$ cat src/fasta_record_scanner_macros.svh
// ----------------------------------------------------------------------------
// FASTA record scanner assertion macros
// Shared concurrent assertion forms for the scanner, clocked on clk and
// disabled while rst is high.
// ----------------------------------------------------------------------------
`ifndef FASTA_RECORD_SCANNER_MACROS_SVH
`define FASTA_RECORD_SCANNER_MACROS_SVH

// The consequent must hold in the same cycle as the antecedent.
`define FRS_ASSERT_SAME(label, ante, cons) \
  label: assert property (@(posedge clk) disable iff (rst) (ante) |-> (cons)) \
    else $error("%m: same-cycle check failed");

// The consequent must hold in the cycle after the antecedent.
`define FRS_ASSERT_NEXT(label, ante, cons) \
  label: assert property (@(posedge clk) disable iff (rst) (ante) |=> (cons)) \
    else $error("%m: next-cycle check failed");

`endif

$ cat src/frs_pkg.sv
// ----------------------------------------------------------------------------
// FASTA record scanner package
// Character codes, phase encoding, counter control type and byte classes.
// ----------------------------------------------------------------------------
`timescale 1ns / 1ps

package frs_pkg;

  localparam int COUNT_WIDTH_DEF = 32;
  localparam int OUT_WIDTH       = 32;
  localparam int BYTE_WIDTH      = 8;

  localparam logic MODE_DATA = 1'b0;
  localparam logic MODE_EOI  = 1'b1;

  localparam logic KIND_NAME    = 1'b0;
  localparam logic KIND_SUMMARY = 1'b1;

  localparam logic [7:0] CHAR_GT    = 8'h3E;
  localparam logic [7:0] CHAR_NL    = 8'h0A;
  localparam logic [7:0] CHAR_TAB   = 8'h09;
  localparam logic [7:0] CHAR_CR    = 8'h0D;
  localparam logic [7:0] CHAR_SPACE = 8'h20;
  localparam logic [7:0] CHAR_UA    = 8'h41;
  localparam logic [7:0] CHAR_UC    = 8'h43;
  localparam logic [7:0] CHAR_UG    = 8'h47;
  localparam logic [7:0] CHAR_UT    = 8'h54;
  localparam logic [7:0] CHAR_UZ    = 8'h5A;
  localparam logic [7:0] CHAR_LA    = 8'h61;
  localparam logic [7:0] CHAR_LC    = 8'h63;
  localparam logic [7:0] CHAR_LG    = 8'h67;
  localparam logic [7:0] CHAR_LT    = 8'h74;
  localparam logic [7:0] CHAR_LZ    = 8'h7A;

  typedef enum logic [3:0] {
    PH_IDLE = 4'b0001,
    PH_NAME = 4'b0010,
    PH_SKIP = 4'b0100,
    PH_SEQ  = 4'b1000
  } phase_t;

  // Per-cycle command to one record counter.
  typedef struct packed {
    logic clear;
    logic incr;
  } cnt_ctrl_t;

  function automatic logic is_space(input logic [7:0] c);
    return (c == CHAR_SPACE) || ((c >= CHAR_TAB) && (c <= CHAR_CR));
  endfunction

  function automatic logic is_letter(input logic [7:0] c);
    return ((c >= CHAR_UA) && (c <= CHAR_UZ)) || ((c >= CHAR_LA) && (c <= CHAR_LZ));
  endfunction

  function automatic logic is_acgt(input logic [7:0] c);
    return (c == CHAR_UA) || (c == CHAR_LA) || (c == CHAR_UC) || (c == CHAR_LC) ||
           (c == CHAR_UG) || (c == CHAR_LG) || (c == CHAR_UT) || (c == CHAR_LT);
  endfunction

endpackage

$ cat src/frs_sat_counter.sv
// ----------------------------------------------------------------------------
// FASTA record scanner saturating counter
// Clearable counter that sticks at its maximum and reports a value capped
// to the result field width.
// ----------------------------------------------------------------------------
`timescale 1ns / 1ps

module frs_sat_counter
  import frs_pkg::*;
#(
  parameter int COUNT_WIDTH = COUNT_WIDTH_DEF
) (
  input  logic                 clk,
  input  logic                 rst,
  input  cnt_ctrl_t            ctrl,
  output logic [OUT_WIDTH-1:0] report
);

  logic [COUNT_WIDTH-1:0] count;
  logic [COUNT_WIDTH-1:0] count_next;

  always_comb begin
    count_next = count;
    if (ctrl.clear) begin
      count_next = '0;
    end else if (ctrl.incr && (count != {COUNT_WIDTH{1'b1}})) begin
      count_next = count + COUNT_WIDTH'(1);
    end
  end

  always_ff @(posedge clk) begin
    if (rst) begin
      count <= '0;
    end else begin
      count <= count_next;
    end
  end

  // Values beyond the field range read as all ones.
  if (COUNT_WIDTH > OUT_WIDTH) begin : g_cap
    assign report = (|count[COUNT_WIDTH-1:OUT_WIDTH]) ? {OUT_WIDTH{1'b1}}
                                                      : count[OUT_WIDTH-1:0];
  end else if (COUNT_WIDTH < OUT_WIDTH) begin : g_ext
    assign report = {{(OUT_WIDTH-COUNT_WIDTH){1'b0}}, count};
  end else begin : g_same
    assign report = count;
  end

endmodule

$ cat src/fasta_record_scanner.sv
// ----------------------------------------------------------------------------
// FASTA record scanner
// Byte-per-request FASTA parser emitting header name bytes and per-record
// residue summaries.
// ----------------------------------------------------------------------------
// The scanner takes one request per clock cycle, each carrying either a file
// byte or an end-of-input marker, and sustains one request per cycle for any
// byte mix while results are accepted. A request sits in an input register
// while the phase register and the two record counters are updated, and any
// result is written into an output register, from which it is presented
// until accepted. The loop through the phase register and the counter
// incrementers sets that rate. The output register lets the next request be
// taken while a finished result still waits; the input stage only stalls
// when it holds a request that produces a result and the output register is
// full and not being drained. Bytes before the first '>' are dropped. A '>'
// outside a header closes any open record with a summary (kind 1: letters
// seen and letters other than A, C, G, T in either case) and opens a header;
// name bytes up to the first whitespace come out as kind 0 results, the rest
// of the header line is skipped, and the newline starts the sequence. The
// end-of-input marker summarizes any open record and returns to idle. Both
// counters saturate at 2^COUNT_WIDTH - 1 and are reported capped to 32 bits.
// ----------------------------------------------------------------------------
`timescale 1ns / 1ps

module fasta_record_scanner
  import frs_pkg::*;
#(
  parameter int COUNT_WIDTH = COUNT_WIDTH_DEF
) (
  input  logic                  clk,
  input  logic                  rst,
  input  logic                  byte_valid,
  output logic                  byte_ready,
  input  logic                  mode,
  input  logic [BYTE_WIDTH-1:0] byte_value,
  output logic                  result_valid,
  input  logic                  result_ready,
  output logic                  kind,
  output logic [BYTE_WIDTH-1:0] name_char,
  output logic [OUT_WIDTH-1:0]  seq_length,
  output logic [OUT_WIDTH-1:0]  other_count
);

`include "fasta_record_scanner_macros.svh"

  // Input register.
  logic                  s1_valid;
  logic                  s1_mode;
  logic [BYTE_WIDTH-1:0] s1_byte;

  // Parser state and result decode.
  phase_t                phase;
  phase_t                phase_next;
  logic                  res_valid;
  logic                  res_kind;
  logic [BYTE_WIDTH-1:0] res_char;
  cnt_ctrl_t             letter_ctrl;
  cnt_ctrl_t             other_ctrl;
  logic [OUT_WIDTH-1:0]  letter_report;
  logic [OUT_WIDTH-1:0]  other_report;

  logic out_free;
  logic s1_fire;
  logic s1_open;

  // The output register can load when it is empty or being drained.
  assign out_free   = !result_valid || result_ready;
  // A request with no result never waits on the output side.
  assign s1_fire    = s1_valid && (!res_valid || out_free);
  assign byte_ready = !s1_valid || s1_fire;

  // A '>' that opens a new record from idle or from a sequence.
  assign s1_open = s1_fire && (s1_mode == MODE_DATA) && (s1_byte == CHAR_GT) &&
                   ((phase == PH_IDLE) || (phase == PH_SEQ));

  always_ff @(posedge clk) begin
    if (rst) begin
      s1_valid <= 1'b0;
    end else if (byte_ready) begin
      s1_valid <= byte_valid;
    end
  end

  always_ff @(posedge clk) begin
    if (byte_valid && byte_ready) begin
      s1_mode <= mode;
      s1_byte <= byte_value;
    end
  end

  // Decode the held request against the current phase. Counter commands are
  // only issued when the request actually leaves the input register.
  always_comb begin
    logic clr;
    logic inc_letter;
    logic inc_other;
    clr        = 1'b0;
    inc_letter = 1'b0;
    inc_other  = 1'b0;
    phase_next = phase;
    res_valid  = 1'b0;
    res_kind   = KIND_SUMMARY;
    res_char   = '0;
    if (s1_mode == MODE_EOI) begin
      // End of input summarizes any open record, then everything resets.
      res_valid  = (phase != PH_IDLE);
      clr        = 1'b1;
      phase_next = PH_IDLE;
    end else begin
      unique case (phase)
        PH_IDLE: begin
          if (s1_byte == CHAR_GT) begin
            clr        = 1'b1;
            phase_next = PH_NAME;
          end
        end
        PH_NAME: begin
          if (s1_byte == CHAR_NL) begin
            phase_next = PH_SEQ;
          end else if (is_space(s1_byte)) begin
            phase_next = PH_SKIP;
          end else begin
            res_valid = 1'b1;
            res_kind  = KIND_NAME;
            res_char  = s1_byte;
          end
        end
        PH_SKIP: begin
          if (s1_byte == CHAR_NL) begin
            phase_next = PH_SEQ;
          end
        end
        PH_SEQ: begin
          if (s1_byte == CHAR_GT) begin
            // Close the current record and open the next header.
            res_valid  = 1'b1;
            clr        = 1'b1;
            phase_next = PH_NAME;
          end else if (is_letter(s1_byte)) begin
            inc_letter = 1'b1;
            inc_other  = !is_acgt(s1_byte);
          end
        end
        default: begin
          phase_next = PH_IDLE;
        end
      endcase
    end
    letter_ctrl.clear = s1_fire && clr;
    letter_ctrl.incr  = s1_fire && inc_letter;
    other_ctrl.clear  = s1_fire && clr;
    other_ctrl.incr   = s1_fire && inc_other;
  end

  always_ff @(posedge clk) begin
    if (rst) begin
      phase <= PH_IDLE;
    end else if (s1_fire) begin
      phase <= phase_next;
    end
  end

  frs_sat_counter #(
    .COUNT_WIDTH (COUNT_WIDTH)
  ) u_letter_cnt (
    .clk    (clk),
    .rst    (rst),
    .ctrl   (letter_ctrl),
    .report (letter_report)
  );

  frs_sat_counter #(
    .COUNT_WIDTH (COUNT_WIDTH)
  ) u_other_cnt (
    .clk    (clk),
    .rst    (rst),
    .ctrl   (other_ctrl),
    .report (other_report)
  );

  // Output register. A summary reads the counters before this cycle's clear.
  always_ff @(posedge clk) begin
    if (rst) begin
      result_valid <= 1'b0;
    end else if (s1_fire && res_valid) begin
      result_valid <= 1'b1;
    end else if (result_ready) begin
      result_valid <= 1'b0;
    end
  end

  always_ff @(posedge clk) begin
    if (s1_fire && res_valid) begin
      kind      <= res_kind;
      name_char <= res_char;
      if (res_kind == KIND_SUMMARY) begin
        seq_length  <= letter_report;
        other_count <= other_report;
      end else begin
        seq_length  <= '0;
        other_count <= '0;
      end
    end
  end

  // A summary never reports more odd letters than letters.
  `FRS_ASSERT_SAME(a_other_le_len, result_valid && (kind == KIND_SUMMARY), other_count <= seq_length)
  // Name characters are only produced while reading a header name.
  `FRS_ASSERT_SAME(a_name_in_name, s1_fire && res_valid && (res_kind == KIND_NAME), phase == PH_NAME)
  // End of input always leaves the parser idle.
  `FRS_ASSERT_NEXT(a_eoi_idle, s1_fire && (s1_mode == MODE_EOI), phase == PH_IDLE)
  // Opening a record starts both counters from zero.
  `FRS_ASSERT_NEXT(a_open_clears, s1_open, (letter_report == '0) && (other_report == '0))

endmodule
$ cat config.mk
export PLATFORM = sky130hd
export DESIGN_NAME = fasta_record_scanner
export DESIGN_NICKNAME = d
export VERILOG_FILES = /design/src/frs_pkg.sv /design/src/frs_sat_counter.sv /design/src/fasta_record_scanner.sv
export VERILOG_INCLUDE_DIRS = /design/src /design/src/src
export SDC_FILE = /design/constraint.sdc
export NUM_CORES = 1
export LEC_CHECK = 0
export ABC_AREA = 1
export ABC_CLOCK_PERIOD_IN_PS = 2900
export BUFFER_PORTS_ARGS = -buffer_cell sky130_fd_sc_hd__buf_2
export CORE_ASPECT_RATIO = 1.75
export CORE_MARGIN = 1
export CORE_UTILIZATION = 59
export CTS_CLUSTER_SIZE = 25
export DETAILED_ROUTE_END_ITERATION = 12
export MAX_ROUTING_LAYER = met4
export PLACE_DENSITY = 0.85
export SLEW_MARGIN = 20
export SYNTH_ARGS = -nofsm -noshare
export SYNTH_HDL_FRONTEND = slang
export SYNTH_HIERARCHICAL = 1
export SYNTH_SLANG_ARGS = --single-unit
$ cat constraint.sdc
create_clock -name clk -period 2.9 [get_ports clk]
set_input_delay 0.145 -clock clk [delete_from_list [all_inputs] [get_ports clk]]
set_output_delay 0.145 -clock clk [all_outputs]
set_load 0.01 [all_outputs]
==> reports/qor.csv, run 1 <==
metric,value,unit
status,finished clean,
Clock Root Buffer,clkbuf_16,
Placer Congestion,0.981,
Most used DFF post-synth,edfxtp_1,
maximum VDD drop,0.394,mV
largest net degree at the start of global routing,74,
post-route cell area,0.00904,mm^2
HP Class,in2reg,
crit end category,flip-flop,
flop-to-flop setup slack,240,ps
Synth area leader,edfxtp_1,
fmax,0.376,GHz
DP Worst Slack,12.4,ps
R2R depth,17,
P_sw,0.00112,W
CP max FO,21,
global-route wire length before repair,30500,um
initial antenna violation count,0,
TritonCTS buffer count,17,
part of the power in registers,50.3,%
startpoint types,flip-flop,
antenna cells,0,
wire per inst,14.5,um
Initial Utilization,60.8,%
setup tns final,0,ps
DRC,0,
fin worst setup slack,241,ps
Post-synth top cells,"nand2_1 (246), nor2_1 (167), inv_1 (129)",
"delay-heaviest family, CP",simple AND/OR/NAND/NOR gates,
CP max stage delay,470,ps
layout cell share with drive strength beyond 1,19.1,%
Worst path slowest cell,edfxtp_1,
Die ar.,0.0138,mm^2
port bufs,87,
"Async S/R FF share, synth",0,%
Final HPWL DP,13400,um
Ports,88,
Combinational Power Share,4.8,%
number of flops mapped to enable cells by yosys,82,
sequential fraction of the synthesis area,49.1,%
most frequent cell after synthesis,nand2_1,
switch share,24.1,%
Clock Power Share,44.9,%
Max clock buf depth,2,
worst endpoint required time,3210,ps
clk_skew,13.1,ps
cells along the critical path,nor2_2 -> nand2_1 -> nor2_1 -> nand2_1 -> nand3_2 -> nand2_2 -> nand2_2 -> nand2_1 -> nor3_2 -> buf_6 -> nand3_1 -> inv_1 -> nand2_1 -> nor2_1 -> nand3_1 -> nand2_1 -> nor2_1,
PwrDens,513,mW/mm^2
total wire length,18500,um
post-synth net total,1007,
slew margin rel.,51.1,%
post-synthesis register bit count,152,
reg2reg end,u_other_cnt/report[28]$_SDFFE_PP0P_,
via count,6742,
DR vias/cell,5.29,
"most used cell, CP",nand2_1,
Fin. Hold Viols,0,
Buf/Inv on CP,2,
Pint,0.00352,W
YS warnings,6,
Slew @ Worst Pin,734,ps
total grt overflow,0,
nets,1106,
WP depth,17,
mean post-synth cell area,7.93,um^2
# rows,55,
WS Path Type,reg2reg,
Synth area leaders,"edfxtp_1 (31%), dfxtp_1 (18%), nand2_1 (12%)",
insertion delay to the later sink of the worst-skew pair,420,ps
Final Max Slew Viols,0,
min Tclk post-route,2660,ps
capture point of the worst path,u_other_cnt/report[28]$_SDFFE_PP0P_,
1st-iter DRT viols,357,
Worst Path Arrival,2970,ps
distinct cell type count of the synthesized netlist,32,
vias in the first global route,6476,
final worst-path cycle share,91.7,%
Total GRT Usage,30.1,%
static leakage,3.69,nW
core area,0.0129,mm^2
antenna-violating nets left,0,
Worst Setup SP,s1_byte[4]$_DFFE_PP_,
max-cap violation count,0,
Placed Cells,1232,
final setup vio count,0,
reg-to-reg startpoint,s1_byte[4]$_DFFE_PP_,
drt pass-1 iters,5,
Post-Syn Area,0.00787,mm^2
TritonCTS clock tree,built,
area delta synth->final,14.9,%
Cells after Synth,992,
CTS Sinks,152,
unrepaired setup endpoints after global routing,false,
Die Y,155,um
Die W,89.3,um
share of the synthesized area in the top cell type,31.3,%
instance area at placement,0.00837,mm^2
CTS H-tree depth,4,
Hold Path Origin,rst,
Post-Layout Cell Count,1275,
Worst-path clk slew,70,ps
==> final cells by class <==
cell class	count	area, um^2
fillers	1088	3890
flip-flops and latches	152	3860
multi-input cells	683	3320
repair buffers	104	592
inverters	133	499
clock buffers	17	425
well taps	171	214
clock inverters	15	133
==> per-stage QoR <==
| stage | util, % | hold slack, ps | power, W |
|---|---|---|---|
| after floorplan | - | 214 | 0.00252 |
| after detailed placement | 64.7 | 323 | 0.00259 |
| after global routing | 69.9 | 25.2 | 0.00480 |
| after global placement | 64.7 | 323 | 0.00259 |
| final | 69.9 | 27.0 | 0.00464 |
| after CTS | 69.8 | 18.9 | 0.00467 |
==> worst min-delay path by stage <==
| stage | slack (ps) | to | cells past startpoint |
|---|---|---|---|
| floorplan | 210 | s1_valid$_SDFFE_PP0P_ | 1 |
| global placement | 320 | s1_byte[7]$_DFFE_PP_ | 1 |
| detailed placement | 320 | s1_byte[6]$_DFFE_PP_ | 1 |
| CTS | 20 | s1_valid$_SDFFE_PP0P_ | 2 |
| global route | 30 | s1_valid$_SDFFE_PP0P_ | 2 |
| finish | 30 | s1_valid$_SDFFE_PP0P_ | 2 |
==> placed cells by master, fill, tap and decap left out, drive strengths merged, types with 6 or more instances in the layout <==
cell / count
clkbuf: 17
buf: 94
o21ai: 7
nand3b: 6
dlygate4sd3: 10
a31oi: 11
nand4: 33
edfxtp: 82
a21oi: 49
nor2: 203
nor3: 9
inv: 142
dfxtp: 70
nand3: 83
nand2: 269
==> power by group through the flow <==
| stage | combinational [W] | clock [W] | sequential (W) |
|---|---|---|---|
| global route | 0.000250 | 0.00221 | 0.00234 |
| global placement | 0.000205 | 0 | 0.00238 |
| floorplan | 0.000116 | 0 | 0.00240 |
| finish | 0.000223 | 0.00208 | 0.00233 |
| CTS | 0.000222 | 0.00211 | 0.00234 |
| detailed placement | 0.000210 | 0 | 0.00238 |
==> kinds of logic after synthesis <==
kind of cell,count (synthesis),share of synthesized area [%]
AOI/OAI and AO/OA,68,4.72
xor gates and xnor gates,4,0.445
adders and majority gates,2,0.318
buffers and inverters,157,8.92
DFF,152,49.1
and+or+nand+nor,609,36.5
==> worst register-to-register path: stages, from the launching register on <==
cell	delay, ps
edfxtp_1	470
nor2_2	180
nand2_1	100
nor2_1	90
nand2_1	80
nand3_2	80
nand2_2	70
nand2_2	120
nand2_1	110
nor3_2	140
buf_6	230
nand3_1	120
inv_1	210
nand2_1	140
nor2_1	190
nand3_1	100
nand2_1	70
nor2_1	40
==> sequential cells by signal (all words and copies together), names as in the netlist <==
name and cells:
u_letter_cnt/report 32, seq_length 32, other_count 32, name_char 8, s1_mode 1, result_valid 1
u_other_cnt/report 32, s1_valid 1, phase 4, kind 1, s1_byte 8
==> routing by layer <==
layer	up-vias	GRT usage [%]	wire length, um
li1	3392	-	-
met1	3067	30.5	6660
met2	218	53.3	10100
met3	65	5.50	788
met4	0	15.6	926
met5	-	-	0
==> repair_timing <==
item,CTS,global route
gates resized for setup,2,2
endpoints found under the hold margin,10,0
buffers inserted,0,1
setup endpoints to repair,3,9
hold buffers,10,0
Power figures use the tool's default switching activity.
==> run 2: changes to the inputs <==
--- a/config.mk
+++ b/config.mk
@@ -14,7 +14,6 @@
 export CORE_UTILIZATION = 59
 export CTS_CLUSTER_SIZE = 25
 export DETAILED_ROUTE_END_ITERATION = 12
-export MAX_ROUTING_LAYER = met4
 export PLACE_DENSITY = 0.85
 export SLEW_MARGIN = 20
 export SYNTH_ARGS = -nofsm -noshare
==> run 2 against run 1 <==
Net effect: register-to-register slack worse by 50 ps; utilization is 0.60 points higher; fmax is 2.0% lower; hold slack better by 6.4 ps; critical endpoint unchanged; via count is 3.2% higher.
==> reports/qor.csv, run 2 (same netlist as run 1, synthesis figures left out) <==
metric,value,unit
status,finished clean,
Hold Path Origin,rst,
HP Class,in2reg,
insertion delay to the later sink of the worst-skew pair,420,ps
# rows,55,
worst hold endpoint,s1_valid$_SDFFE_PP0P_,
Worst Setup SP,s1_byte[5]$_DFFE_PP_,
Clock Root Buffer,clkbuf_16,
total grt overflow,0,
WS Path Type,reg2reg,
reg2reg end,u_other_cnt/report[28]$_SDFFE_PP0P_,
M1 WL,6720,um
wire per inst,15.0,um
Final HPWL DP,13500,um
reg-to-reg startpoint,s1_byte[5]$_DFFE_PP_,
max-cap violation count,0,
crit end category,flip-flop,
Fin. Hold Viols,0,
area delta synth->final,15.9,%
startpoint types,flip-flop,
Max clock buf depth,2,
TritonCTS buffer count,17,
Total GRT Usage,29.5,%
global-route wire length before repair,30900,um
CTS H-tree depth,4,
total wire length,19100,um
via count,6955,
"commonest non-fill, non-tap cells in the layout","nand2_1 (246), nor2_1 (165), inv_1 (127), buf_2 (87), edfxtp_1 (82)",
PwrDens,540,mW/mm^2
Die ar.,0.0138,mm^2
Placer Congestion,0.982,
DR vias/cell,5.45,
static leakage,3.71,nW
Worst-path clk slew,60,ps
final setup vio count,0,
layout cell share with drive strength beyond 1,19.1,%
Ports,88,
fmax,0.369,GHz
largest net degree at the start of global routing,74,
flop-to-flop setup slack,190,ps
DRC,0,
WHS Path Cells,2,
R2R depth,17,
Final Max Slew Viols,0,
antenna cells,0,
Die Y,155,um
CP max FO,21,
Slew @ Worst Pin,767,ps
clk_skew,6.41,ps
top sig layer,met4,
1st-iter DRT viols,501,
antenna-violating nets left,0,
worst endpoint required time,3220,ps
Initial Utilization,60.8,%
core area,0.0129,mm^2
nets,1106,
Worst Path Arrival,3030,ps
instance area at placement,0.00836,mm^2
TritonCTS clock tree,built,
min Tclk post-route,2710,ps
"commonest non-fill, non-tap cell in the layout",nand2_1,
Die W,89.3,um
post-route cell area,0.00912,mm^2
vias in the first global route,6637,
CTS Sinks,152,
port bufs,87,
WL met3,917,um
final worst-path cycle share,93.5,%
unrepaired setup endpoints after global routing,false,
initial antenna violation count,0,
maximum VDD drop,0.546,mV
slew margin rel.,48.9,%
drt pass-1 iters,5,
WL met2,10600,um
overall power,0.00492,W
==> run 2: cell count changes in the layout (fill, tap and decap cells not counted), sizes merged <==
cell,change
clkinv,-1
inv,-5
clkbuf,+2
bufinv,+4
==> run 2: layout make-up <==
type,instances,area (um^2)
clock buffer,19,433
clock inverter,13,194
fill,1052,3810
inverter,133,499
multi-input combinational,683,3320
sequential,152,3860
tap,171,214
timing repair buffer,104,596
==> run 2: through the flow <==
stage / TNS, ps / hold slack, ps / worst slack [ps] / cells / utilization (%)
4_1_cts: 0 / 25.7 / 136 / 1273 / 70.3
3_5_place_dp: -18.1 / 323 / -15.7 / 1231 / 64.6
6_report: 0 / 33.4 / 188 / 1275 / 70.5
5_1_grt: 0 / 41.8 / 15.5 / 1275 / 70.5
3_3_place_gp: 0 / 324 / 101 / 1231 / 64.6
2_1_floorplan: 0 / 214 / 556 / 992 / -
==> run 2: worst max path at each step <==
stage	endpoint	depth (start not counted)
floorplan	kind$_DFFE_PP_	9
global placement	u_letter_cnt/report[11]$_SDFFE_PP0P_	13
detailed placement	u_other_cnt/report[3]$_SDFFE_PP0P_	13
CTS	u_letter_cnt/report[20]$_SDFFE_PP0P_	17
global route	u_other_cnt/report[28]$_SDFFE_PP0P_	17
finish	u_other_cnt/report[28]$_SDFFE_PP0P_	17
==> run 2: where the power goes <==
group | leakage [nW] | internal [W] | total (W) | switching [W]
registers | 1.23 | 0.00231 | 0.00234 | 0.0000237
clock network | 0.303 | 0.00146 | 0.00236 | 0.000907
logic | 2.18 | 0.0000798 | 0.000225 | 0.000145
total | 3.71 | 0.00385 | 0.00492 | 0.00108
==> run 2: critical path: stages, from the launching register on <==
cell and delay, ps:
edfxtp_1 420, nor2_2 210, nand2_1 70, nor2_1 100
nand2_1 110, nand3_2 100, nand2_2 80, nand2_2 120
nand2_1 110, nor3_2 150, buf_6 230, nand3_1 120
inv_1 190, nand2_1 190, nor2_2 180, nand3_1 90
nand2_1 80, nor2_1 40
==> run 2: what timing repair did <==
item                                   4_1_cts  5_1_grt
resized for setup                            2        6
setup buffers                                0        2
setup endpoints to repair                    6       16
endpoints found under the hold margin       10        0
gates cloned                                 0        0
pin swaps                                    0        1
hold buffers                                10        0
==> run 2: metal layers <==
metal	track usage (%)	vias up
li1	-	3396
met1	30.6	3192
met2	53.9	291
met3	4.59	76
met4	17.3	0
met5	0	-
==> run 3: changes to the inputs <==
--- a/config.mk
+++ b/config.mk
@@ -9,11 +9,14 @@
 export ABC_AREA = 1
 export ABC_CLOCK_PERIOD_IN_PS = 2900
 export BUFFER_PORTS_ARGS = -buffer_cell sky130_fd_sc_hd__buf_2
+export CELL_PAD_IN_SITES_DETAIL_PLACEMENT = 1
+export CELL_PAD_IN_SITES_GLOBAL_PLACEMENT = 1
 export CORE_ASPECT_RATIO = 1.75
 export CORE_MARGIN = 1
-export CORE_UTILIZATION = 59
+export CORE_UTILIZATION = 44
 export CTS_CLUSTER_SIZE = 25
 export DETAILED_ROUTE_END_ITERATION = 12
+export GPL_TIMING_DRIVEN = 0
 export PLACE_DENSITY = 0.85
 export SLEW_MARGIN = 20
 export SYNTH_ARGS = -nofsm -noshare
==> run 3 against run 2 <==
Net effect: utilization fell by 17 points; via count is 4.1% higher; hold slack improved by 33 ps; routed wire length increased by 29%; power grew 1.6%; fmax is 1.5% lower; sequential power about the same; critical path type unchanged; clock skew up 4.7 ps; sequential share of layout area is 1.2 points lower; die area grew 33%; combinational power up 12%.
==> reports/qor.csv, run 3 (same netlist as run 1, synthesis figures left out) <==
metric,value,unit
status,finished clean,
Final Max Slew Viols,0,
P_sw,0.00108,W
DRC,0,
largest net degree at the start of global routing,53,
area delta synth->final,19.3,%
final core occ,53.8,%
insertion delay to the later sink of the worst-skew pair,440,ps
CTS H-tree depth,4,
port bufs,87,
Reg area,0.00386,mm^2
vias in the first global route,7634,
TritonCTS clock tree,built,
Worst-path clk slew,70,ps
max-cap violation count,0,
total wire length,24700,um
flop-to-flop setup slack,150,ps
fillers,2228,
final worst-path cycle share,95.0,%
Combinational Power Share,5.0,%
HP Class,in2reg,
cells along the critical path,nor2_4 -> nand2_1 -> nor2_1 -> nand2_1 -> nand3_2 -> nand2_2 -> nand2_2 -> nand2_1 -> nor3_2 -> buf_4 -> nand3_1 -> nor2_4 -> and2_1 -> nand3_1 -> nand2_1 -> nor2_1,
post-route cell area,0.00939,mm^2
Die ar.,0.0184,mm^2
clk_skew,11.1,ps
drt pass-1 iters,5,
"commonest non-fill, non-tap cell in the layout",nand2_1,
worst endpoint required time,3230,ps
reg-to-reg startpoint,s1_byte[7]$_DFFE_PP_,
multi-input gate area in the final layout,0.00332,mm^2
CP max stage delay,490,ps
Initial Utilization,45.1,%
CP max FO,10,
Clock Root Buffer,clkbuf_16,
Pint,0.00392,W
wire per inst,18.2,um
min Tclk post-route,2750,ps
crit end category,flip-flop,
antenna-violating nets left,0,
1st-iter DRT viols,233,
initial antenna violation count,0,
antenna cells,0,
layout cell share with drive strength beyond 1,19.6,%
overall power,0.00500,W
R2R depth,16,
Placer Congestion,0.885,
DR vias/cell,5.34,
capture point of the worst path,u_other_cnt/report[23]$_SDFFE_PP0P_,
Final HPWL DP,17500,um
core area,0.0175,mm^2
via count,7238,
Worst Path Arrival,3080,ps
# rows,64,
CTS Sinks,152,
Fin. Hold Viols,0,
Clock Power Share,48.2,%
reg2reg end,u_other_cnt/report[23]$_SDFFE_PP0P_,
switch share,21.6,%
instance area at placement,0.00862,mm^2
nets,1127,
Die Y,179,um
Max clock buf depth,2,
PwrDens,533,mW/mm^2
static leakage,3.81,nW
global-route wire length before repair,38800,um
startpoint types,flip-flop,
Die W,103,um
WS Path Type,reg2reg,
TritonCTS buffer count,17,
hold_ws,66.6,ps
slew margin rel.,64.7,%
total grt overflow,0,
part of the power in registers,46.8,%
"most used cell, CP",nand2_1,
Total GRT Usage,28.5,%
fmax,0.363,GHz
WHS Path Cells,4,
"commonest non-fill, non-tap cells in the layout","nand2_1 (246), nor2_1 (166), inv_1 (129), buf_2 (90), edfxtp_1 (82)",
Worst Setup SP,s1_byte[7]$_DFFE_PP_,
final setup vio count,0,
Slew @ Worst Pin,529,ps
Worst path slowest cell,edfxtp_1,
Ports,88,
maximum VDD drop,0.310,mV
[run 3: routing by layer]
metal	track usage [%]	wire length (um)	vias up
li1	-	-	3427
met1	26.6	8430	3547
met3	4.52	635	88
met2	54.4	14200	176
met4	19.8	1430	0
met5	0	0	-
[run 3: layout make-up]
type / count / area share [%]
multi-input cells: 683 / 35.4
plain buffers: 24 / 2.21
clock buffers: 22 / 4.73
flip-flops and latches: 152 / 41.1
repair buffers: 101 / 6.26
clock inverters: 10 / 1.87
inverters: 133 / 5.34
well taps: 231 / 3.08
[run 3: how the worst min path moves through the flow]
stage               slack, ps          start                        end
floorplan                 210            rst      s1_valid$_SDFFE_PP0P_
global placement          320  byte_value[3]       s1_byte[3]$_DFFE_PP_
detailed placement        320  byte_value[2]       s1_byte[2]$_DFFE_PP_
CTS                        60   result_ready  result_valid$_SDFFE_PP0P_
global route              130   result_ready  result_valid$_SDFFE_PP0P_
finish                     70   result_ready  result_valid$_SDFFE_PP0P_
[run 3: power by group through the flow]
stage          Combinational, W  Clock (W)  Sequential [W]
2_1_floorplan          0.000116          0         0.00240
3_3_place_gp           0.000215          0         0.00238
3_5_place_dp           0.000229          0         0.00239
4_1_cts                0.000245    0.00243         0.00234
5_1_grt                0.000275    0.00251         0.00235
6_report               0.000251    0.00241         0.00234
[run 3: stage by stage]
step / cells / TNS (ps) / worst slack (ps)
after CTS: 1354 / 0 / 12.0
final: 1356 / 0 / 146
after global routing: 1356 / -13.6 / -13.6
after global placement: 1310 / 0 / 64.4
after detailed placement: 1311 / 0 / 119
after floorplan: 992 / 0 / 556
[run 3: critical path, delay by kind of cell, from the launching register on]
family                 cells  cell delay [ps]
DFF                        1              490
buffers and inverters      1              230
and+or+nand+nor           15             1900
[run 3: repair_timing]
| action | in CTS | in global routing |
|---|---|---|
| hold buffers | 11 | 0 |
| buffers inserted | 0 | 2 |
| setup endpoints to repair | 0 | 38 |
| hold endpoints to repair | 11 | 0 |
| resized for setup | 0 | 7 |
